[src/hw/rtl/nvqp_pkg.sv]
// ============================================================================
// nvqp_pkg: shared types and constants for the NVMe I/O queue pair host
// Result and item records, register indexes, opcodes and doorbell constants.
// ============================================================================
package nvqp_pkg;

    // Ring limits: effective depth is clamped to [2, DEPTH_CAP]
    localparam int RING_ENTRIES = 32;
    localparam int DEPTH_CAP    = (RING_ENTRIES < 32) ? RING_ENTRIES : 32;

    localparam int PTR_W        = 5;
    localparam int DEPTH_W      = 6;
    localparam int ID_W         = 16;
    localparam int BELL_W       = 23;
    localparam int ERR_W        = 15;
    localparam int CFG_INDEX_W  = 2;
    localparam int CFG_DATA_W   = 32;
    localparam int S_TDATA_W    = 184;
    localparam int M_TDATA_W    = 248;

    // Configuration register indexes
    localparam logic [CFG_INDEX_W-1:0] REG_QUEUE_DEPTH   = 2'd0;
    localparam logic [CFG_INDEX_W-1:0] REG_STRIDE_LOG    = 2'd1;
    localparam logic [CFG_INDEX_W-1:0] REG_NAMESPACE_ID  = 2'd2;

    // Reset values of the configuration registers
    localparam logic [DEPTH_W-1:0] QUEUE_DEPTH_RST = 6'd32;
    localparam logic [3:0]         STRIDE_LOG_RST  = 4'd0;
    localparam logic [31:0]        NAMESPACE_RST   = 32'd1;

    // Command encoding
    localparam logic       FUNC_SUBMIT = 1'b0;
    localparam logic [7:0] OP_READ     = 8'h02;
    localparam logic [7:0] OP_WRITE    = 8'h01;

    // Doorbell block starts at 0x1000 from the register base
    localparam logic [BELL_W-1:0] BELL_BASE = 23'h001000;

    localparam logic [ERR_W-1:0] STATUS_MASK = 15'h7FFF;

    typedef enum logic [1:0] {
        KIND_SQE  = 2'd0,
        KIND_BELL = 2'd1,
        KIND_OK   = 2'd2,
        KIND_FAIL = 2'd3
    } kind_t;

    typedef struct packed {
        logic              func;
        logic              is_write;
        logic [63:0]       start_block;
        logic [15:0]       block_count;
        logic [63:0]       data_addr;
        logic [ID_W-1:0]   cqe_id;
        logic [15:0]       cqe_status;
    } in_item_t;

    typedef struct packed {
        kind_t              kind;
        logic [PTR_W-1:0]   slot;
        logic [7:0]         opcode;
        logic [ID_W-1:0]    cmd_id;
        logic [31:0]        ns_out;
        logic [63:0]        prp_addr;
        logic [63:0]        lba_out;
        logic [15:0]        count_out;
        logic [BELL_W-1:0]  bell_offset;
        logic [PTR_W-1:0]   bell_value;
        logic [ERR_W-1:0]   error_code;
        logic               last;
    } result_t;

    // Up to two results produced by one item
    typedef struct packed {
        logic [1:0] n;
        result_t    r0;
        result_t    r1;
    } pair_t;

    // Settings derived from the configuration registers
    typedef struct packed {
        logic [DEPTH_W-1:0] eff_depth;
        logic [BELL_W-1:0]  sq_bell;
        logic [BELL_W-1:0]  cq_bell;
        logic [31:0]        namespace_id;
    } cfg_t;

endpackage

[src/hw/rtl/nvme_io_queue_pair_host.sv]
// ============================================================================
// nvme_io_queue_pair_host: host side of one NVMe I/O queue pair
// Builds submission entries and doorbell writes, checks completion entries.
// ============================================================================
// Usage:
//   Slave channel (s_*): one transfer per command (s_tuser = 0) or per
//   completion entry seen at the CQ head (s_tuser = 1).
//   Master channel (m_*): results; m_tuser gives the kind (entry, doorbell,
//   success, failure) and m_tlast marks the final result of an input.
//   A submit gives two results (SQ entry, SQ doorbell). A good completion
//   gives two (CQ doorbell, success), a bad status one (failure), and a
//   phase or id mismatch none.
//   Path: an item passes the input register, then the result register pair;
//   it waits in the input register until the pair can take it.
//   Throughput: the result register pair drains one transfer per cycle while
//   m_tready is high; a new item's results load as the last result of the
//   previous item leaves, and an ignored completion loads no results.
//   When m_tready is low the result pair holds, then the input register
//   fills and s_tready drops; nothing is lost.
//   Reset (aresetn low, synchronous) empties both registers and sets
//   tail/head 0, phase 1, next id 1, no command outstanding; config
//   registers return to depth 32, stride log 0, namespace 1.
//   Config writes must go in while the block is idle; the block does not enforce it.
// ============================================================================
module nvme_io_queue_pair_host (
    input  logic                                aclk,
    input  logic                                aresetn,

    // Configuration write port
    input  logic                                cfg_wr_en,
    input  logic [nvqp_pkg::CFG_INDEX_W-1:0]    cfg_index,
    input  logic [nvqp_pkg::CFG_DATA_W-1:0]     cfg_wdata,

    // Input items
    input  logic                                s_tvalid,
    output logic                                s_tready,
    // tdata, low to high: is_write, start_block, block_count, data_addr,
    //   cqe_id, cqe_status, 7 zero pad bits
    input  logic [nvqp_pkg::S_TDATA_W-1:0]      s_tdata,
    // tuser: func
    input  logic                                s_tuser,

    // Results
    output logic                                m_tvalid,
    input  logic                                m_tready,
    // tdata, low to high: slot, opcode, cmd_id, ns_out, prp_addr, lba_out,
    //   count_out, bell_offset, bell_value, error_code
    output logic [nvqp_pkg::M_TDATA_W-1:0]      m_tdata,
    // tuser: kind
    output logic [1:0]                          m_tuser,
    output logic                                m_tlast
);

    nvqp_pkg::cfg_t      cfg;
    nvqp_pkg::in_item_t  s_item;
    nvqp_pkg::pair_t     pair;
    nvqp_pkg::result_t   m_res;
    logic                load;
    logic                load_ok;

    // Unpack the input transfer
    assign s_item.func        = s_tuser;
    assign s_item.is_write    = s_tdata[0];
    assign s_item.start_block = s_tdata[64:1];
    assign s_item.block_count = s_tdata[80:65];
    assign s_item.data_addr   = s_tdata[144:81];
    assign s_item.cqe_id      = s_tdata[160:145];
    assign s_item.cqe_status  = s_tdata[176:161];

    nvqp_cfg u_cfg (
        .aclk      (aclk),
        .aresetn   (aresetn),
        .cfg_wr_en (cfg_wr_en),
        .cfg_index (cfg_index),
        .cfg_wdata (cfg_wdata),
        .cfg       (cfg)
    );

    nvqp_core u_core (
        .aclk     (aclk),
        .aresetn  (aresetn),
        .s_valid  (s_tvalid),
        .s_ready  (s_tready),
        .s_item   (s_item),
        .cfg      (cfg),
        .load_ok  (load_ok),
        .load     (load),
        .pair     (pair)
    );

    nvqp_emit u_emit (
        .aclk     (aclk),
        .aresetn  (aresetn),
        .load     (load),
        .pair     (pair),
        .load_ok  (load_ok),
        .m_valid  (m_tvalid),
        .m_ready  (m_tready),
        .m_res    (m_res)
    );

    // Pack the result transfer
    assign m_tdata = {m_res.error_code, m_res.bell_value, m_res.bell_offset,
                      m_res.count_out, m_res.lba_out, m_res.prp_addr,
                      m_res.ns_out, m_res.cmd_id, m_res.opcode, m_res.slot};
    assign m_tuser = m_res.kind;
    assign m_tlast = m_res.last;

endmodule

[src/hw/rtl/nvqp_cfg.sv]
// ============================================================================
// nvqp_cfg: configuration registers
// Holds depth, doorbell stride and namespace; derives the clamped depth and
// the two doorbell byte offsets.
// ============================================================================
module nvqp_cfg (
    input  logic                               aclk,
    input  logic                               aresetn,
    input  logic                               cfg_wr_en,
    input  logic [nvqp_pkg::CFG_INDEX_W-1:0]   cfg_index,
    input  logic [nvqp_pkg::CFG_DATA_W-1:0]    cfg_wdata,
    output nvqp_pkg::cfg_t                     cfg
);

    logic [nvqp_pkg::DEPTH_W-1:0] depth_reg;
    logic [3:0]                   stride_log_reg;
    logic [31:0]                  ns_reg;

    logic [nvqp_pkg::DEPTH_W-1:0] eff_depth;
    logic [nvqp_pkg::BELL_W-1:0]  stride;

    always_ff @(posedge aclk) begin
        if (!aresetn) begin
            depth_reg      <= nvqp_pkg::QUEUE_DEPTH_RST;
            stride_log_reg <= nvqp_pkg::STRIDE_LOG_RST;
            ns_reg         <= nvqp_pkg::NAMESPACE_RST;
        end else if (cfg_wr_en) begin
            unique case (cfg_index)
                nvqp_pkg::REG_QUEUE_DEPTH:  depth_reg      <= cfg_wdata[nvqp_pkg::DEPTH_W-1:0];
                nvqp_pkg::REG_STRIDE_LOG:   stride_log_reg <= cfg_wdata[3:0];
                nvqp_pkg::REG_NAMESPACE_ID: ns_reg         <= cfg_wdata[31:0];
                default: ;
            endcase
        end
    end

    always_comb begin
        eff_depth = depth_reg;
        if (eff_depth > nvqp_pkg::DEPTH_W'(nvqp_pkg::DEPTH_CAP)) begin
            eff_depth = nvqp_pkg::DEPTH_W'(nvqp_pkg::DEPTH_CAP);
        end
        if (eff_depth < 6'd2) begin
            eff_depth = 6'd2;
        end
    end

    // stride = 4 << log, at most 2^17; SQ doorbell index 2, CQ index 3
    assign stride = nvqp_pkg::BELL_W'(4) << stride_log_reg;

    assign cfg.eff_depth    = eff_depth;
    assign cfg.sq_bell      = nvqp_pkg::BELL_BASE + (stride << 1);
    assign cfg.cq_bell      = nvqp_pkg::BELL_BASE + (stride << 1) + stride;
    assign cfg.namespace_id = ns_reg;

endmodule

[src/hw/rtl/nvqp_core.sv]
// ============================================================================
// nvqp_core: input register and queue state
// Registers one item, then builds its results against tail, head, phase and
// the outstanding command in a single pass.
// ============================================================================
module nvqp_core (
    input  logic                aclk,
    input  logic                aresetn,
    input  logic                s_valid,
    output logic                s_ready,
    input  nvqp_pkg::in_item_t  s_item,
    input  nvqp_pkg::cfg_t      cfg,
    input  logic                load_ok,
    output logic                load,
    output nvqp_pkg::pair_t     pair
);

    logic                          in_valid_reg, in_valid_next;
    nvqp_pkg::in_item_t            in_reg;

    logic [nvqp_pkg::PTR_W-1:0]    sub_tail_reg, sub_tail_next;
    logic [nvqp_pkg::PTR_W-1:0]    comp_head_reg, comp_head_next;
    logic                          comp_phase_reg, comp_phase_next;
    logic [nvqp_pkg::ID_W-1:0]     next_id_reg, next_id_next;
    logic [nvqp_pkg::ID_W-1:0]     waiting_id_reg, waiting_id_next;
    logic                          waiting_valid_reg, waiting_valid_next;

    logic [nvqp_pkg::ERR_W-1:0]    code;
    logic                          match;

    function automatic logic [nvqp_pkg::PTR_W-1:0] ptr_advance(
        input logic [nvqp_pkg::PTR_W-1:0]   p,
        input logic [nvqp_pkg::DEPTH_W-1:0] depth
    );
        logic [nvqp_pkg::DEPTH_W-1:0] n;
        n = {1'b0, p} + 6'd1;
        return (n >= depth) ? '0 : n[nvqp_pkg::PTR_W-1:0];
    endfunction

    assign load    = in_valid_reg && load_ok;
    assign s_ready = !in_valid_reg || load_ok;

    always_comb begin
        in_valid_next = in_valid_reg;
        if (s_valid && s_ready) begin
            in_valid_next = 1'b1;
        end else if (load) begin
            in_valid_next = 1'b0;
        end
    end

    assign code  = in_reg.cqe_status[15:1] & nvqp_pkg::STATUS_MASK;
    assign match = waiting_valid_reg && (in_reg.cqe_status[0] == comp_phase_reg)
                   && (in_reg.cqe_id == waiting_id_reg);

    always_comb begin
        pair               = '0;
        sub_tail_next      = sub_tail_reg;
        comp_head_next     = comp_head_reg;
        comp_phase_next    = comp_phase_reg;
        next_id_next       = next_id_reg;
        waiting_id_next    = waiting_id_reg;
        waiting_valid_next = waiting_valid_reg;

        if (in_reg.func == nvqp_pkg::FUNC_SUBMIT) begin
            sub_tail_next      = ptr_advance(sub_tail_reg, cfg.eff_depth);
            next_id_next       = next_id_reg + 16'd1;
            waiting_id_next    = next_id_reg;
            waiting_valid_next = 1'b1;

            pair.n            = 2'd2;
            pair.r0.kind      = nvqp_pkg::KIND_SQE;
            pair.r0.slot      = sub_tail_reg;
            pair.r0.opcode    = in_reg.is_write ? nvqp_pkg::OP_WRITE : nvqp_pkg::OP_READ;
            pair.r0.cmd_id    = next_id_reg;
            pair.r0.ns_out    = cfg.namespace_id;
            pair.r0.prp_addr  = in_reg.data_addr;
            pair.r0.lba_out   = in_reg.start_block;
            pair.r0.count_out = in_reg.block_count;

            pair.r1.kind        = nvqp_pkg::KIND_BELL;
            pair.r1.bell_offset = cfg.sq_bell;
            pair.r1.bell_value  = sub_tail_next;
            pair.r1.last        = 1'b1;
        end else if (match) begin
            waiting_valid_next = 1'b0;
            if (code != '0) begin
                pair.n             = 2'd1;
                pair.r0.kind       = nvqp_pkg::KIND_FAIL;
                pair.r0.cmd_id     = in_reg.cqe_id;
                pair.r0.error_code = code;
                pair.r0.last       = 1'b1;
            end else begin
                comp_head_next = ptr_advance(comp_head_reg, cfg.eff_depth);
                if (comp_head_next == '0) begin
                    comp_phase_next = !comp_phase_reg;
                end
                pair.n              = 2'd2;
                pair.r0.kind        = nvqp_pkg::KIND_BELL;
                pair.r0.bell_offset = cfg.cq_bell;
                pair.r0.bell_value  = comp_head_next;
                pair.r1.kind        = nvqp_pkg::KIND_OK;
                pair.r1.cmd_id      = in_reg.cqe_id;
                pair.r1.last        = 1'b1;
            end
        end
    end

    always_ff @(posedge aclk) begin
        if (s_valid && s_ready) begin
            in_reg <= s_item;
        end
    end

    always_ff @(posedge aclk) begin
        if (!aresetn) begin
            in_valid_reg      <= 1'b0;
            sub_tail_reg      <= '0;
            comp_head_reg     <= '0;
            comp_phase_reg    <= 1'b1;
            next_id_reg       <= 16'd1;
            waiting_id_reg    <= '0;
            waiting_valid_reg <= 1'b0;
        end else begin
            in_valid_reg <= in_valid_next;
            if (load) begin
                sub_tail_reg      <= sub_tail_next;
                comp_head_reg     <= comp_head_next;
                comp_phase_reg    <= comp_phase_next;
                next_id_reg       <= next_id_next;
                waiting_id_reg    <= waiting_id_next;
                waiting_valid_reg <= waiting_valid_next;
            end
        end
    end

    // A submit leaves its id outstanding and bumps the id counter
    a_submit_arms: assert property (@(posedge aclk) disable iff (!aresetn)
        (load && in_reg.func == nvqp_pkg::FUNC_SUBMIT) |=>
            (waiting_valid_reg && waiting_id_reg == $past(next_id_reg)
             && next_id_reg == 16'($past(next_id_reg) + 16'd1)))
        else $error("submit did not arm the outstanding command");

    // Any reported completion retires the outstanding command
    a_retire: assert property (@(posedge aclk) disable iff (!aresetn)
        (load && in_reg.func != nvqp_pkg::FUNC_SUBMIT && pair.n != 2'd0) |=>
            !waiting_valid_reg)
        else $error("completion left command outstanding");

endmodule

[src/hw/rtl/nvqp_emit.sv]
// ============================================================================
// nvqp_emit: result register pair
// Holds the one or two results of an item and sends them one per cycle while m_ready is high.
// ============================================================================
module nvqp_emit (
    input  logic                aclk,
    input  logic                aresetn,
    input  logic                load,
    input  nvqp_pkg::pair_t     pair,
    output logic                load_ok,
    output logic                m_valid,
    input  logic                m_ready,
    output nvqp_pkg::result_t   m_res
);

    nvqp_pkg::result_t cur_reg;
    nvqp_pkg::result_t nxt_reg;
    logic [1:0]        cnt_reg, cnt_next;
    logic              fire;

    assign m_valid = (cnt_reg != 2'd0);
    assign m_res   = cur_reg;
    assign fire    = m_valid && m_ready;

    // New pair may enter once the current contents leave this cycle
    assign load_ok = (cnt_reg == 2'd0) || ((cnt_reg == 2'd1) && m_ready);

    always_comb begin
        cnt_next = cnt_reg - {1'b0, fire};
        if (load) begin
            cnt_next = pair.n;
        end
    end

    always_ff @(posedge aclk) begin
        if (load) begin
            cur_reg <= pair.r0;
            nxt_reg <= pair.r1;
        end else if (fire) begin
            cur_reg <= nxt_reg;
        end
    end

    always_ff @(posedge aclk) begin
        if (!aresetn) begin
            cnt_reg <= 2'd0;
        end else begin
            cnt_reg <= cnt_next;
        end
    end

    a_cnt_range: assert property (@(posedge aclk) disable iff (!aresetn)
        cnt_reg != 2'd3)
        else $error("result count out of range");

    a_pair_loaded: assert property (@(posedge aclk) disable iff (!aresetn)
        (load && pair.n == 2'd2) |=> (cnt_reg == 2'd2 && !cur_reg.last && nxt_reg.last))
        else $error("result pair not held as loaded");

endmodule

[config.mk]
export PLATFORM = sky130hd
export DESIGN_NAME = nvme_io_queue_pair_host
export DESIGN_NICKNAME = d
export VERILOG_FILES = /design/src/hw/rtl/nvqp_pkg.sv /design/src/hw/rtl/nvme_io_queue_pair_host.sv /design/src/hw/rtl/nvqp_cfg.sv /design/src/hw/rtl/nvqp_core.sv /design/src/hw/rtl/nvqp_emit.sv
export SDC_FILE = /design/constraint.sdc
export NUM_CORES = 1
export LEC_CHECK = 0
export CAP_MARGIN = 25
export CORE_AREA = 2 2 288 290
export DETAILED_ROUTE_END_ITERATION = 16
export DIE_AREA = 0 0 290 292
export DONT_BUFFER_PORTS = 1
export PLACE_DENSITY_LB_ADDON = 0.3
export SLEW_MARGIN = 15
export SYNTH_ARGS = -nofsm -noshare
export SYNTH_HDL_FRONTEND = slang
export SYNTH_HIERARCHICAL = 1
export SYNTH_SLANG_ARGS = --single-unit
[constraint.sdc]
create_clock -name aclk -period 11.7 [get_ports aclk]
set_input_delay 0.585 -clock aclk [delete_from_list [all_inputs] [get_ports aclk]]
set_output_delay 0.585 -clock aclk [all_outputs]
set_load 0.05 [all_outputs]
==> results.ini, run 1 <==
[cells_and_area]
syn2layout_area_growth_pct = 13.54
drive_above_1_share_pct = 17.64
final_util_pct = 45.06
nets = 2558

[synthesis]
synth_edf_count = 680
yosys.area.top_type = edfxtp_1
synth_seq_cells = 769
yosys_warnings = 6
postSynthCellCount = 2142
yosysMostFrequentCell = edfxtp_1
synth_flop_cell = edfxtp_1
synth_commonest_cells = edfxtp_1 (680), mux2_2 (251), buf_4 (228), nor2b_1 (222), nand2_1 (129)
synth_top_area_share_pct = 63.06
async_flop_share_pct = 0
syn_area_per_cell_um2 = 15.12
synth_area_leaders = edfxtp_1 (63%), mux2_2 (8.7%), dfxtp_1 (5.5%), buf_4 (5.3%), nor2b_1 (4.3%)
yosysSeqAreaShare_pct = 68.56
synth.distinct_cells = 69
synth_area_mm2 = 0.03238

[timing]
tns_ns = 0
hold_viol = 0
skew_ns = 0.05127
slew_headroom_pct = 31.79
fin_hold_ws_ns = 0.06044
period_share_pct = 37.66
rsz0062_at_grt = no
fin_crit_ns = 4.406
worst_pin_slew_ns = 1.023
finalSetupViolCount = 0
final_max_slew_viol_count = 0
max_freq_ghz = 0.2269
layout_setup_ws_ns = 7.294

[detailed_routing]
drcViolationCount = 0
drtPass1Iterations = 6
vias_per_cell = 4.634
drtIter0Drc = 1012
routed_wirelength_um = 66580
vias = 15950
postRouteAntennaNets = 0
wl_per_cell_um = 19.35

[critical_path]
critPathArrivalTime_ns = 4.79
cp_max_fo = 122
r2r_slack_ns = 7.29
startpoint_type = flop
required_ns = 12.08
cp_cell_sequence = a21oi_1 > nand2_1 > inv_8 > buf_4 > buf_4 > buf_4 > mux2_2
cp-end-kind = flop
slowest_delay_ns = 0.81
crit_type = reg -> reg
worst_path_max_delay_cell = buf_4
crit_top_cell = buf_4

[clocking]
path_clk_slew_ns = 0.06
root_buffer = clkbuf_16
post_cts_resized = 0
htreeDepth = 3
tritoncts = built
cts_buffer_depth = 3
clkLatencyLatePin_ns = 0.66
numCtsBuffers = 83
clock-sinks = 769

[flow_run]
cap_violations = 0

[floorplanning]
die_h_um = 292
core_region_area_mm2 = 0.08158
dieArea_mm2 = 0.08468
initial_core_util_pct = 39.69
io_pins = 477
die_x_um = 290
core.rowCount = 105

[grt]
antenna_found_initial = 6
grt_use_total_pct = 15.59
grt_max_degree = 128
overflow = 0
grt_pass1_wl_um = 101300
grt_pass1_vias = 16640

[power_and_ir_drop]
pwr-share-comb_pct = 6.9
p_clk_share_pct = 36.8
swShare_pct = 28.68
internal_power_uw = 5065
p_leak_uw = 0.01303
p_per_area_mw_per_mm2 = 193.2
p_sw_uw = 2037
power_frac_seq_pct = 56.3
ir_drop_mv = 0.1520

[min_path]
hold_class = in -> reg

[placement]
io_buffers = 0
detailed_place_hpwl_um = 41390
pre_cts_ws_ns = 6.952
routabilityCongestion = 0.8286

[run_status]
outcome = completed

[what timing repair did]
item                      in CTS  in global routing
hold buffers                 143                  7
buffers inserted               0                  0
hold endpoints to repair     144                  7
[routing by layer]
metal	global-route usage [%]	wire length, µm	up-vias
li1	-	-	7580
met1	18.29	26640	7768
met2	26.31	32680	471
met3	5.998	5386	122
met4	5.030	1855	4
met5	0	21	-
[kinds of logic (layout without fill, tap and decap cells)]
family	Yosys count	in the layout	synth area share [%]
fa+ha+maj	32	32	1.260
compound gates	130	130	2.925
simple gates	552	552	9.397
mux	264	264	9.131
buf+inv	342	350	7.322
flops	769	769	68.56
other cells	2	223	0.02319
xor+xnor	51	51	1.379
[through the flow]
step | cell area, µm² | total power (µW) | std cells
2_1_floorplan | 33210 | 4440 | 2362
3_3_place_gp | 32450 | 4502 | 3136
3_5_place_dp | 32450 | 4516 | 3136
4_1_cts | 36670 | 7205 | 3432
5_1_grt | 36770 | 7376 | 3441
6_report | 36770 | 7103 | 3441
[path summary, 6_finish.rpt]
check | from | end | cells after the start
max | u_emit/cnt_reg[1]$_SDFF_PN0_ | u_emit/m_res[216]$_DFFE_PP_ | 7
min | aresetn | u_cfg/depth_reg[5]$_SDFFE_PN1P_ | 1
max reg2reg | u_emit/cnt_reg[1]$_SDFF_PN0_ | u_emit/m_res[216]$_DFFE_PP_ | 7
min reg2reg | u_cfg/ns_reg[12]$_SDFFE_PN0P_ | u_cfg/ns_reg[12]$_SDFFE_PN0P_ | 2
[cell usage in the layout (no fill, tap or decap), drive strengths merged, types with 5 or more instances in the layout]
cell           n
clkinv        29
nand2b         6
nor2b        222
nand3         26
a31oi          5
o21ai         11
edfxtp       680
mux2i         13
ha            31
a21oi         36
inv           27
nor4          15
nor2          50
clkbuf       114
a21o           6
nand4          5
mux2         251
a22o          15
and3          10
and2          57
xor2          37
buf           21
bufinv         5
dfxtp         89
conb         222
xnor2         14
nand2        129
nor3           7
a21boi        33
dlygate4sd3  150
[critical path: cells and delay by family, from the launching register on]
family          cells  cell delay, ns
flops               1            0.33
mux                 1            0.41
compound gates      1            0.19
buf+inv             4            2.83
simple gates        1            0.17
[power by group through the flow]
stage	Sequential (µW)	Clock [µW]	Combinational, µW
after floorplan	4030	0	414
after CTS	4010	2700	500
after global routing	4030	2800	546
final	4000	2610	493
after detailed placement	4060	0	456
after global placement	4060	0	446
[final cells by class]
class | count | area [µm²]
multi-input cells | 1251 | 8647
inverters | 26 | 105.1
fillers | 7028 | 44820
well taps | 1070 | 1339
flip-flops and latches | 769 | 22200
repair buffers | 171 | 1692
clock inverters | 39 | 495.5
clock buffers | 114 | 2283
diodes | 1 | 2.502
No activity file was read; power rests on OpenSTA's default activity.
==> run 2: changes to the inputs <==
--- a/config.mk
+++ b/config.mk
@@ -5,10 +5,11 @@
 export SDC_FILE = /design/constraint.sdc
 export NUM_CORES = 1
 export LEC_CHECK = 0
+export ABC_AREA = 1
 export CAP_MARGIN = 25
-export CORE_AREA = 2 2 288 290
+export CORE_AREA = 2 2 292 294
 export DETAILED_ROUTE_END_ITERATION = 16
-export DIE_AREA = 0 0 290 292
+export DIE_AREA = 0 0 294 296
 export DONT_BUFFER_PORTS = 1
 export PLACE_DENSITY_LB_ADDON = 0.3
 export SLEW_MARGIN = 15
==> constraint.sdc (replaced) <==
create_clock -name aclk -period 3.58 [get_ports aclk]
set_input_delay 0.179 -clock aclk [delete_from_list [all_inputs] [get_ports aclk]]
set_output_delay 0.179 -clock aclk [all_outputs]
set_load 0.05 [all_outputs]
==> run 2 against run 1 <==
  * Clock power rose to 3.3 times the previous value
  * Routed wire length rose by 10%
  * Synthesized cell count is 48% higher
  * Non-clock buffer count increased by 81
  * Critical endpoint is now u_emit/m_res[39]$_DFFE_PP_
  * Largest cell class unchanged
==> results.ini, run 2 <==
[power_and_ir_drop]
pwr-share-comb_pct = 8.1  ; +1.2 points
p_leak_uw = 0.01609  ; +24%
p_total_uw = 23770  ; +230%
p_per_area_mw_per_mm2 = 618.3  ; +220%
power_frac_seq_pct = 55.7  ; -0.6 points
p_clk_share_pct = 36.3  ; -0.5 points
ir_drop_mv = 0.4249  ; +180%
internal_power_uw = 16590  ; +230%
swShare_pct = 30.21  ; +1.5 points
p_sw_uw = 7180  ; +250%

[timing]
slew_headroom_pct = 37.86  ; +6.1 points
rsz0062_at_grt = no
hold_viol = 0  ; unchanged
final_max_slew_viol_count = 0  ; unchanged
worst_pin_slew_ns = 0.9321  ; -0.09096 ns
fin_crit_ns = 3.086  ; -1.321 ns
period_share_pct = 86.19  ; +49 points
skew_ns = 0.02819  ; -0.02308 ns
max_freq_ghz = 0.3241  ; +43%
finalSetupViolCount = 0  ; unchanged

[floorplanning]
io_pins = 477  ; unchanged
dieArea_mm2 = 0.08702  ; +2.8%
die_h_um = 296  ; +1.4%
die_x_um = 294  ; +1.4%
initial_core_util_pct = 39.48  ; -0.21 points
core.rowCount = 107  ; +1.9%
core_region_area_mm2 = 0.08421  ; +3.2%

[critical_path]
slowest_delay_ns = 0.50  ; -0.31 ns
crit_type = reg -> reg
worst_path_max_delay_cell = dfxtp_1
cp-end-kind = flop
cp_max_fo = 13  ; -89%
r2r-start = u_cfg/stride_log_reg[3]$_SDFFE_PN0P_
cp_cell_sequence = inv_2 > nor2_1 > inv_1 > ha_1 > inv_1 > ha_1 > a21oi_1 > o21ai_0 > a21oi_1 > nand2_1 > nand2_1 > nand2_1 > inv_1 > nor2_1 > nand2_1 > nand2_1
startpoint_type = flop
critPathArrivalTime_ns = 3.47  ; -1.32 ns
required_ns = 3.96  ; -8.12 ns
worst_r2r_path_depth = 16  ; +9
crit_top_cell = nand2_1
r2r_slack_ns = 0.49  ; -6.80 ns
r2r-end = u_emit/m_res[39]$_DFFE_PP_

[detailed_routing]
drtIter0Drc = 1200  ; +19%
vias = 20070  ; +26%
vias_per_cell = 4.418  ; -4.7%
postRouteAntennaNets = 0  ; unchanged
routed_wirelength_um = 73220  ; +10%
drcViolationCount = 0  ; unchanged
wl_per_cell_um = 16.12  ; -17%
drtPass1Iterations = 5  ; -1

[grt]
met3_usage_pct = 5.404  ; -0.59 points
antenna_found_initial = 10  ; +4
grt_pass1_wl_um = 110700  ; +9.3%
grt_use_total_pct = 16.42  ; +0.83 points
overflow = 0  ; unchanged
grt_pass1_vias = 19370  ; +16%
met1_usage_pct = 20.55  ; +2.3 points
busiest_layer = met2
met2_usage_pct = 26.06  ; -0.24 points
grt_max_degree = 154  ; +20%

[min_path]
whs_path_depth = 3  ; +2
hold_class = in -> reg
min_to = u_cfg/stride_log_reg[2]$_SDFFE_PN0P_
holdCritStartpoint = cfg_index[1]

[synthesis]
async_flop_share_pct = 0  ; unchanged
synth_commonest_cells = nand2_1 (931), edfxtp_1 (680), nor2_1 (399), inv_1 (377), buf_4 (238)
yosysSeqAreaShare_pct = 66.78  ; -1.8 points
synth_flop_cell = edfxtp_1
synth_area_leaders = edfxtp_1 (61%), nand2_1 (11%), buf_4 (5.4%), dfxtp_1 (5.4%), nor2_1 (4.5%)
synth_edf_count = 680  ; unchanged
synth_top_area_share_pct = 61.42  ; -1.6 points
syn_area_per_cell_um2 = 10.52  ; -30%
synth_area_mm2 = 0.03324  ; +2.7%
synth.distinct_cells = 41  ; -41%
yosys_warnings = 6  ; unchanged
yosysMostFrequentCell = nand2_1
yosys.area.top_type = edfxtp_1
postSynthCellCount = 3161  ; +48%
synth_seq_cells = 769  ; unchanged

[clocking]
htreeDepth = 3  ; unchanged
numCtsBuffers = 87  ; +4.8%
root_buffer = clkbuf_16
hold_buffers = 223  ; +56%
tritoncts = built
cts_buffer_depth = 3  ; unchanged
clock-sinks = 769  ; unchanged
post_cts_resized = 0  ; unchanged
clkLatencyLatePin_ns = 0.64  ; -0.02 ns
path_clk_slew_ns = 0.06  ; about the same
cts_setup_buffers = 0  ; unchanged

[placement]
routabilityCongestion = 0.8712  ; +5.1%
io_buffers = 0  ; unchanged
detailed_place_hpwl_um = 45270  ; +9.4%

[cells_and_area]
nets = 3637  ; +42%
seqCellArea_mm2 = 0.02220  ; about the same
final_util_pct = 45.65  ; +0.58 points
fill_cells = 7667  ; +9.1%
multi_input_area_mm2 = 0.008039  ; -7.0%
final_cell_mix = nand2_1 (930), edfxtp_1 (680), nor2_1 (399)
syn2layout_area_growth_pct = 15.63
drive_above_1_share_pct = 5.862  ; -12 points
final_common_cell = nand2_1

[run_status]
outcome = completed

[flow_run]
cap_violations = 0  ; unchanged

run 2: power groups by stage:
stage | Sequential [µW] | Combinational (µW) | Clock [µW]
after floorplan | 13300 | 1430 | 0
after global placement | 13400 | 1700 | 0
after detailed placement | 13400 | 1720 | 0
after CTS | 13300 | 1950 | 8900
after global routing | 13300 | 2190 | 9230
final | 13200 | 1920 | 8620
run 2: stage by stage:
stage / std cells / hold WS (ns) / TNS (ns) / area [µm²] / setup WS (ns)
finish: 4542 / 0.06922 / 0 / 38440 / 0.4943
global route: 4540 / 0.04671 / 0 / 38430 / 0.1703
CTS: 4535 / 0.01082 / 0 / 38400 / 0.5009
detailed placement: 4158 / 0.2779 / 0 / 33390 / 0.5223
global placement: 4158 / 0.2779 / 0 / 33390 / 0.6096
floorplan: 3381 / 0.2779 / -1896.30 / 34100 / -3.178
run 2: how the worst max path moves through the flow:
stage / cells past startpoint / to / start / slack [ns]
after floorplan: 8 / u_emit/m_res[0]$_DFFE_PP_ / u_emit/cnt_reg[0]$_SDFF_PN0_ / -3.18
after global placement: 16 / u_emit/m_res[39]$_DFFE_PP_ / u_cfg/stride_log_reg[3]$_SDFFE_PN0P_ / 0.61
after detailed placement: 16 / u_emit/m_res[39]$_DFFE_PP_ / u_cfg/stride_log_reg[3]$_SDFFE_PN0P_ / 0.52
after CTS: 16 / u_emit/m_res[39]$_DFFE_PP_ / u_cfg/stride_log_reg[3]$_SDFFE_PN0P_ / 0.50
after global routing: 16 / u_emit/m_res[39]$_DFFE_PP_ / u_cfg/stride_log_reg[3]$_SDFFE_PN0P_ / 0.17
final: 16 / u_emit/m_res[39]$_DFFE_PP_ / u_cfg/stride_log_reg[3]$_SDFFE_PN0P_ / 0.49
run 2: critical path, delay by kind of cell, from the launching register on:
family | cells | cell delay, ns
fa+ha+maj | 2 | 0.70
buf+inv | 4 | 0.41
compound gates | 3 | 0.61
simple gates | 7 | 0.63
flops | 1 | 0.50
run 2: cell families (layout without fill, tap and decap cells):
logic type	Yosys count	in the layout	synth area share [%]
buffers and inverters	724	789	11.60
AO/OA/AOI/OAI	154	154	2.424
XOR/XNOR	15	15	0.3952
other	2	228	0.02259
adder cells (fa/ha/maj)	32	32	1.227
flip-flops	769	769	66.78
AND/OR/NAND/NOR	1465	1465	17.54
run 2: routing by layer:
metal / share of wire (%) / wire length (µm) / vias to the layer above
li1: - / - / 10150
met1: 42 / 30480 / 9194
met2: 47 / 34100 / 565
met3: 7.8 / 5682 / 153
met4: 3.9 / 2879 / 10
met5: 0.097 / 71 / -
run 2: cell type report:
type                            count  share of cell area [%]
Inverter                          383                   3.779
Multi-Input combinational cell   1888                   20.91
Tap cell                         1090                   3.548
Clock inverter                     52                   1.276
Antenna cell                        6                 0.03906
Clock buffer                      102                   5.892
Sequential cell                   769                   57.76
Timing Repair Buffer              252                   6.790
